`config.mk`:
```
export PLATFORM = sky130hd
export DESIGN_NAME = futex_waiter_table
export DESIGN_NICKNAME = d
export VERILOG_FILES = /design/src/rtl/core/fwt_pkg.sv /design/src/rtl/core/futex_waiter_table.sv /design/src/rtl/core/fwt_ram.sv /design/src/rtl/core/fwt_pick.sv
export SDC_FILE = /design/constraint.sdc
export NUM_CORES = 2
export LEC_CHECK = 0
export BUFFER_PORTS_ARGS = -buffer_cell sky130_fd_sc_hd__buf_2
export CELL_PAD_IN_SITES_DETAIL_PLACEMENT = 0
export CELL_PAD_IN_SITES_GLOBAL_PLACEMENT = 1
export CORE_MARGIN = 2
export CORE_UTILIZATION = 40
export DETAILED_ROUTE_END_ITERATION = 8
export PLACE_DENSITY = 0.71
export SYNTH_ARGS = -nofsm -noshare
export SYNTH_HDL_FRONTEND = slang
export SYNTH_HIERARCHICAL = 1
export SYNTH_SLANG_ARGS = --single-unit
```
`constraint.sdc`:
```
create_clock -name clk -period 20.2 [get_ports clk]
set_input_delay 2.02 -clock clk [delete_from_list [all_inputs] [get_ports clk]]
set_output_delay 2.02 -clock clk [all_outputs]
set_load 0.005 [all_outputs]
```
`src/rtl/core/fwt_pkg.sv`:
```
package fwt_pkg;

	localparam int TABLE_ENTRIES_DEF = 16;
	localparam int THREAD_COUNT_DEF  = 32;
	localparam int ADDRESS_BITS_DEF  = 48;

	localparam int OP_W    = 2;
	localparam int ADDR_W  = 48;
	localparam int TNUM_W  = 5;
	localparam int CNT_W   = 6;
	localparam int KIND_W  = 2;

	localparam logic [OP_W-1:0] OP_REGISTER   = 2'd0;
	localparam logic [OP_W-1:0] OP_UNREGISTER = 2'd1;
	localparam logic [OP_W-1:0] OP_WAKE       = 2'd2;

	localparam logic [KIND_W-1:0] KIND_REGISTERED   = 2'd0;
	localparam logic [KIND_W-1:0] KIND_FULL         = 2'd1;
	localparam logic [KIND_W-1:0] KIND_UNREGISTERED = 2'd2;
	localparam logic [KIND_W-1:0] KIND_WAKE         = 2'd3;

	typedef struct packed {
		logic [OP_W-1:0]   operation;
		logic [ADDR_W-1:0] wait_address;
		logic [TNUM_W-1:0] thread_number;
		logic [CNT_W-1:0]  wake_limit;
	} fwt_item_t;

	typedef struct packed {
		logic [KIND_W-1:0] reply_kind;
		logic [TNUM_W-1:0] woken_thread;
		logic              woken_valid;
		logic [CNT_W-1:0]  woken_so_far;
		logic              last_result;
	} fwt_result_t;

	typedef enum logic [1:0] {
		ST_IDLE,
		ST_READ,
		ST_CHECK,
		ST_EMIT
	} fwt_state_t;

endpackage

```
`src/rtl/core/futex_waiter_table.sv`:
```
// futex waiter table
// a word is taken at a rising edge with start high and busy low; the item port
// carries operation, wait_address, thread_number and wake_limit. results come
// out on result, each valid for exactly one cycle while result_valid is high;
// the receiver cannot stall, so every result must be taken when shown
// the table sits in one ram (address and thread mask per entry) with one read
// and one write port; a sequencer walks it entry by entry (read, then compare
// and write back), starting at index zero:
//   register   : up to the first matching or free entry
//                (every entry when the table is full)
//   unregister : every entry
//   wake       : every entry, then the woken threads are picked lowest first,
//                one result per cycle, one per thread woken (a single empty
//                report when nothing is woken)
// a register or unregister for a thread out of range replies in the next cycle
// busy is high from acceptance until the final result has been issued; a new
// word can be taken in the cycle that the final result is shown
// reset clears all entry valid bits, so the table starts empty; the ram
// contents need no clearing since an entry is used only while valid
module futex_waiter_table import fwt_pkg::*; #(
	parameter int TABLE_ENTRIES = TABLE_ENTRIES_DEF,
	parameter int THREAD_COUNT  = THREAD_COUNT_DEF,
	parameter int ADDRESS_BITS  = ADDRESS_BITS_DEF
) (
	input  logic        clk,
	input  logic        arst_n,
	input  logic        start,
	output logic        busy,
	input  fwt_item_t   item,
	output fwt_result_t result,
	output logic        result_valid
);

	localparam int IDX_W  = (TABLE_ENTRIES > 1) ? $clog2(TABLE_ENTRIES) : 1;
	localparam int DATA_W = ADDRESS_BITS + THREAD_COUNT;

	fwt_state_t state_q, state_d;

	logic [OP_W-1:0]          op_q;
	logic [ADDRESS_BITS-1:0]  key_q;
	logic [THREAD_COUNT-1:0]  bit_q;
	logic [CNT_W-1:0]         limit_q;
	logic [IDX_W-1:0]         idx_q, idx_d;
	logic [THREAD_COUNT-1:0]  wmask_q, wmask_d;
	logic [CNT_W-1:0]         woken_q, woken_d;
	logic [TABLE_ENTRIES-1:0] in_use_q, in_use_d;
	fwt_result_t              result_q, result_d;
	logic                     result_valid_q, result_valid_d;

	logic                     accept;
	logic [63:0]              addr_ext;
	logic [ADDRESS_BITS-1:0]  in_key;
	logic [THREAD_COUNT-1:0]  in_bit;
	logic                     in_tvalid;
	logic [CNT_W-1:0]         in_limit;

	logic                     ram_we;
	logic [DATA_W-1:0]        ram_wdata;
	logic [DATA_W-1:0]        ram_rdata;
	logic [ADDRESS_BITS-1:0]  rd_key;
	logic [THREAD_COUNT-1:0]  rd_mask;
	logic [THREAD_COUNT-1:0]  rd_mask_eff;
	logic [THREAD_COUNT-1:0]  unreg_mask;
	logic                     cur_in_use;
	logic                     match;
	logic                     reg_hit;
	logic                     idx_last;
	logic                     wake_empty;
	logic [TNUM_W-1:0]        pick_thread;
	logic [THREAD_COUNT-1:0]  pick_rest;
	logic [CNT_W-1:0]         woken_next;
	logic                     emit_last;

	assign busy   = (state_q != ST_IDLE);
	assign accept = start && !busy;

	// input decode
	assign addr_ext  = 64'(item.wait_address);
	assign in_key    = addr_ext[ADDRESS_BITS-1:0];
	assign in_tvalid = ({1'b0, item.thread_number} < CNT_W'(THREAD_COUNT));
	assign in_limit  = (item.wake_limit > CNT_W'(THREAD_COUNT)) ?
		CNT_W'(THREAD_COUNT) : item.wake_limit;

	always_comb begin
		for (int i = 0; i < THREAD_COUNT; i++) begin
			in_bit[i] = (item.thread_number == TNUM_W'(i));
		end
	end

	fwt_ram #(
		.WIDTH(DATA_W),
		.DEPTH(TABLE_ENTRIES)
	) u_ram (
		.clk  (clk),
		.we   (ram_we),
		.waddr(idx_q),
		.wdata(ram_wdata),
		.raddr(idx_q),
		.rdata(ram_rdata)
	);

	fwt_pick #(
		.THREAD_COUNT(THREAD_COUNT)
	) u_pick (
		.mask  (wmask_q),
		.thread(pick_thread),
		.rest  (pick_rest)
	);

	// entry compare
	assign rd_key      = ram_rdata[DATA_W-1:THREAD_COUNT];
	assign rd_mask     = ram_rdata[THREAD_COUNT-1:0];
	assign cur_in_use  = in_use_q[idx_q];
	assign rd_mask_eff = cur_in_use ? rd_mask : '0;
	assign match       = cur_in_use && (rd_key == key_q);
	assign reg_hit     = match || !cur_in_use;
	assign unreg_mask  = rd_mask & ~bit_q;
	assign idx_last    = (idx_q == IDX_W'(TABLE_ENTRIES - 1));

	// wake emission
	assign wake_empty = (wmask_q == '0) || (limit_q == '0);
	assign woken_next = woken_q + CNT_W'(1);
	assign emit_last  = (pick_rest == '0) || (woken_next == limit_q);

	// next state
	always_comb begin
		state_d = state_q;
		unique case (state_q)
			ST_IDLE: begin
				if (accept && in_tvalid &&
				    (item.operation == OP_REGISTER || item.operation == OP_UNREGISTER)) begin
					state_d = ST_READ;
				end else if (accept && item.operation == OP_WAKE) begin
					state_d = ST_READ;
				end
			end
			ST_READ: begin
				state_d = ST_CHECK;
			end
			ST_CHECK: begin
				if (op_q == OP_REGISTER && reg_hit) begin
					state_d = ST_IDLE;
				end else if (idx_last) begin
					state_d = (op_q == OP_WAKE) ? ST_EMIT : ST_IDLE;
				end else begin
					state_d = ST_READ;
				end
			end
			ST_EMIT: begin
				if (wake_empty || emit_last) begin
					state_d = ST_IDLE;
				end
			end
			default: begin
				state_d = ST_IDLE;
			end
		endcase
	end

	// datapath and outputs
	always_comb begin
		idx_d          = idx_q;
		wmask_d        = wmask_q;
		woken_d        = woken_q;
		in_use_d       = in_use_q;
		ram_we         = 1'b0;
		ram_wdata      = {key_q, rd_mask_eff | bit_q};
		result_d       = '0;
		result_valid_d = 1'b0;
		unique case (state_q)
			ST_IDLE: begin
				idx_d   = '0;
				wmask_d = '0;
				woken_d = '0;
				if (accept && !in_tvalid && item.operation == OP_REGISTER) begin
					result_d.reply_kind  = KIND_FULL;
					result_d.last_result = 1'b1;
					result_valid_d       = 1'b1;
				end else if (accept && !in_tvalid && item.operation == OP_UNREGISTER) begin
					result_d.reply_kind  = KIND_UNREGISTERED;
					result_d.last_result = 1'b1;
					result_valid_d       = 1'b1;
				end
			end
			ST_READ: begin
			end
			ST_CHECK: begin
				if (!idx_last) begin
					idx_d = idx_q + IDX_W'(1);
				end
				priority if (op_q == OP_REGISTER) begin
					if (reg_hit) begin
						ram_we               = 1'b1;
						in_use_d[idx_q]      = 1'b1;
						result_d.reply_kind  = KIND_REGISTERED;
						result_d.last_result = 1'b1;
						result_valid_d       = 1'b1;
					end else if (idx_last) begin
						result_d.reply_kind  = KIND_FULL;
						result_d.last_result = 1'b1;
						result_valid_d       = 1'b1;
					end
				end else if (op_q == OP_UNREGISTER) begin
					if (match) begin
						ram_we    = 1'b1;
						ram_wdata = {key_q, unreg_mask};
						if (unreg_mask == '0) begin
							in_use_d[idx_q] = 1'b0;
						end
					end
					if (idx_last) begin
						result_d.reply_kind  = KIND_UNREGISTERED;
						result_d.last_result = 1'b1;
						result_valid_d       = 1'b1;
					end
				end else begin
					if (match) begin
						wmask_d = wmask_q | rd_mask;
					end
				end
			end
			ST_EMIT: begin
				result_d.reply_kind = KIND_WAKE;
				result_valid_d      = 1'b1;
				if (wake_empty) begin
					result_d.last_result = 1'b1;
				end else begin
					result_d.woken_thread = pick_thread;
					result_d.woken_valid  = 1'b1;
					result_d.woken_so_far = woken_next;
					result_d.last_result  = emit_last;
					wmask_d               = pick_rest;
					woken_d               = woken_next;
				end
			end
			default: begin
			end
		endcase
	end

	always_ff @(posedge clk or negedge arst_n) begin
		if (!arst_n) begin
			state_q        <= ST_IDLE;
			in_use_q       <= '0;
			result_valid_q <= 1'b0;
		end else begin
			state_q        <= state_d;
			in_use_q       <= in_use_d;
			result_valid_q <= result_valid_d;
		end
	end

	always_ff @(posedge clk) begin
		if (accept) begin
			op_q    <= item.operation;
			key_q   <= in_key;
			bit_q   <= in_bit;
			limit_q <= in_limit;
		end
		idx_q    <= idx_d;
		wmask_q  <= wmask_d;
		woken_q  <= woken_d;
		result_q <= result_d;
	end

	assign result       = result_q;
	assign result_valid = result_valid_q;

endmodule

```
`src/rtl/core/fwt_ram.sv`:
```
module fwt_ram import fwt_pkg::*; #(
	parameter int WIDTH = ADDRESS_BITS_DEF + THREAD_COUNT_DEF,
	parameter int DEPTH = TABLE_ENTRIES_DEF,
	localparam int AW = (DEPTH > 1) ? $clog2(DEPTH) : 1
) (
	input  logic             clk,
	input  logic             we,
	input  logic [AW-1:0]    waddr,
	input  logic [WIDTH-1:0] wdata,
	input  logic [AW-1:0]    raddr,
	output logic [WIDTH-1:0] rdata
);

	logic [WIDTH-1:0] mem_q [DEPTH];
	logic [WIDTH-1:0] rdata_q;

	always_ff @(posedge clk) begin
		if (we) begin
			mem_q[waddr] <= wdata;
		end
		rdata_q <= mem_q[raddr];
	end

	assign rdata = rdata_q;

endmodule

```
`src/rtl/core/fwt_pick.sv`:
```
module fwt_pick import fwt_pkg::*; #(
	parameter int THREAD_COUNT = THREAD_COUNT_DEF
) (
	input  logic [THREAD_COUNT-1:0] mask,
	output logic [TNUM_W-1:0]       thread,
	output logic [THREAD_COUNT-1:0] rest
);

	logic [THREAD_COUNT-1:0] lowest;

	// isolate the lowest set bit
	assign lowest = mask & (~mask + THREAD_COUNT'(1));
	assign rest   = mask & ~lowest;

	always_comb begin
		thread = '0;
		for (int i = 0; i < THREAD_COUNT; i++) begin
			if (lowest[i]) begin
				thread = TNUM_W'(i);
			end
		end
	end

endmodule

```
==> flow_summary.yaml <==
routing:
  finalWirelength_um: 130000
  detail_route.wl_per_cell_um: 25.8
  antenna_left: 0
  drc: 0
  wl_met1_um: 57300
  drt_first_pass_iters: 5
  dr.first_iter.drc_count: 2640
  vias_per_cell: 5.59
  route.met3.wl_um: 8830
  routed.top_layer: "met5"
  num_vias: 28100
  wl_met2_um: 61300
clock_network:
  ctsHoldBuffers: 0
  cts_setup_buffers: 0
  htreeDepth: 4
  cts_buffers: 152
  cts-resized-gates: 0
  clkSinkCount: 1524
  cts_root_buf: "clkbuf_16"
  path_clk_slew_ns: 0.06
  cts_tree: "done"
  cts_buffer_depth: 3
  clock_latency_ns: 0.78
run:
  cap_violations: 0
sta:
  skew_ns: 0.0490
  final-max-slew-violation-count: 0
  period_minus_slack_ns: 6.77
  tightestPinTransition_ns: 1.16
  setup-violations-final: 0
  fmaxAchievable_mhz: 148
  fin_setup_tns_ns: 0
  finalHoldViolCount: 0
  relSlewSlack: 0.221
  rsz0062_at_grt: "no"
  period_share: 0.335
global_routing:
  grt_pass1_wl_um: 191000
  gr-total-overflow: 0
  grt_usage: 0.176
  grt_max_degree: 112
  grt_pass1_vias: 28400
  antenna_found_initial: 13
placement:
  place_area_um2: 60800
  dp_hpwl_um: 69200
  place_congestion: 0.783
  io_buffers: 80
hold_path:
  hold_path.class: "reg2reg"
  min_path_cells: 1
critical_path:
  ff2ff_path_depth: 11
  timing.critical_path.to_type: "register"
  critPathLaunchType: "register"
  rr_startpoint: "key_q[35]$_DFFE_PP_"
  startpoint: "key_q[35]$_DFFE_PP_"
  worstPathMaxFanout: 42
  crit_required_ns: 20.60
  r2r_slack_ns: 13.43
  crit_type: "reg2reg"
  endpoint: "u_ram/mem_q[9][33]$_DFFE_PP_"
  r2r_end: "u_ram/mem_q[9][33]$_DFFE_PP_"
  critPathArrivalTime_ns: 7.16
die:
  start_util: 0.404
  die_area_um2: 148000
  rows: 139
  num_io_pins: 81
  core-area_um2: 144000
  die_h_um: 385
  die_x_um: 385
finish:
  area_delta_synth_final_pct: 13.2
  fill_cells: 11900
  final_nets: 3061
  final_cell_area_um2: 65700
  regArea_um2: 44700
  multi_input_area_um2: 12800
  drive_gt1_frac: 0.238
yosys:
  synth_nets: 2908
  synth-edff-count: 1410
  syn_avg_cell_area_um2: 20.5
  yosysUniqueCellTypes: 73
  syn_inst: 2839
  syn-cell-area_um2: 58100
  synth_xor_area_frac: 0.00980
  synth_ff_type: "edfxtp_1"
  yosys.area_share.adder: 0.00108
  synthSimpleGateAreaFrac: 0.0411
  synth_compound_area_frac: 0.0364
  async_reset_ff_frac: 0.0125
  synth_mux_area_frac: 0.129
  synth_top_family_by_area: "multiplexers"
  synth_seq_area_share: 0.770
  synth-seq-cells: 1524
  synth-warning-count: 6
run_status:
  status: "finished clean"
power_and_ir_drop:
  power_density_nw_per_um2: 136
  vdd_drop_max_mv: 0.115
  leakagePower_uw: 0.0209
## per-layer routing
metal	GRT usage	vias up
li1	-	12000
met1	0.254	15000
met2	0.275	972
met3	0.0345	187
met4	0.0477	6
met5	0	-
## worst max-delay path, cell delays in order, from the launching register on
cell,delay [ns]
edfxtp_1,0.64
xor2_1,0.28
nor4_1,0.96
nand4_1,0.60
nor4b_2,0.68
nand4_1,0.18
buf_4,0.29
o31ai_1,0.21
nand3b_1,0.40
nor2_4,0.76
buf_4,0.57
buf_4,0.75
## state kept, by name (all words and copies together) (netlist names), 6 cells and up, named ones only
| name | cells |
|---|---|
| u_ram/rdata | 80 |
| woken_q | 6 |
| limit_q | 6 |
| bit_q | 32 |
| key_q | 48 |
| result | 15 |
| u_ram/mem_q | 1280 |
| wmask_q | 32 |
## how the worst min path moves through the flow
stage	startpoint	end	slack, ns
2_1_floorplan	register	register	0.45
6_report	register	register	0.48
3_3_place_gp	register	register	0.46
3_5_place_dp	register	register	0.47
4_1_cts	register	register	0.48
5_1_grt	register	register	0.50
## synth_stat cells (16+ instances only)
cell	instances	share of area
a22oi_1	160	0.021
edfxtp_1	1410	0.73
buf_1	29	0.0019
buf_2	29	0.0025
mux2_1	16	0.0031
nor4_1	45	0.0048
a21oi_1	43	0.0037
nand2_1	109	0.0070
clkbuf_1	59	0.0038
nor2_1	174	0.011
a22o_1	32	0.0048
xor2_1	52	0.0078
mux4_2	323	0.13
nor2b_1	44	0.0047
buf_6	17	0.0033
dfrtp_1	19	0.0082
dfxtp_1	95	0.033
## cells in the final DEF (no fill, tap or decap), types with 6 or more instances in the layout
cell	count
nand4_1	9
nor2_4	13
clkinv_1	24
dfrtp_1	18
and2_1	11
inv_1	14
mux4_2	323
dfxtp_1	95
nor4_1	45
xor2_1	52
a22oi_1	160
o21a_1	9
bufinv_16	7
buf_2	80
nor2_1	161
buf_4	56
clkinv_2	27
a22o_1	32
clkbuf_1	38
mux2_1	16
clkinv_16	6
nor3_1	7
nand3_1	11
clkbuf_16	153
a21oi_1	43
edfxtp_1	1410
clkbuf_8	15
nor4_2	12
nor2b_1	42
nand2_1	109
## power breakdown
group          switching (uW)  internal (uW)  total, uW
Sequential                254           3830       4080
Clock                    1190           1560       2760
Combinational            1220            893       2110
## logic make-up after synthesis
kind of cell | after synthesis
AND/OR/NAND/NOR | 468
AO/OA/AOI/OAI | 286
buffers and inverters | 155
other | 1
multiplexers | 340
flip-flops | 1524
adder cells (fa/ha/maj) | 5
XOR/XNOR | 60
## final cells by class
class,count,area share
Antenna cell,3,0.000114
Tap cell,1903,0.0362
Clock inverter,79,0.0119
Timing Repair Buffer,138,0.0131
Clock buffer,206,0.0635
Multi-Input combinational cell,1160,0.194
Sequential cell,1524,0.680
Inverter,16,0.000913
## through the flow
step,hold WS [ns],cells,total power [uW],setup slack [ns],utilization
detailed placement,0.471,4741,6270,13.43,0.423
CTS,0.484,5026,9030,13.38,0.457
global route,0.501,5027,9340,13.10,0.457
global placement,0.462,4741,6260,13.66,0.423
floorplan,0.449,2839,5620,11.48,-
finish,0.482,5029,8950,13.43,0.457
Note: power is estimated with default switching activity, not from simulation.
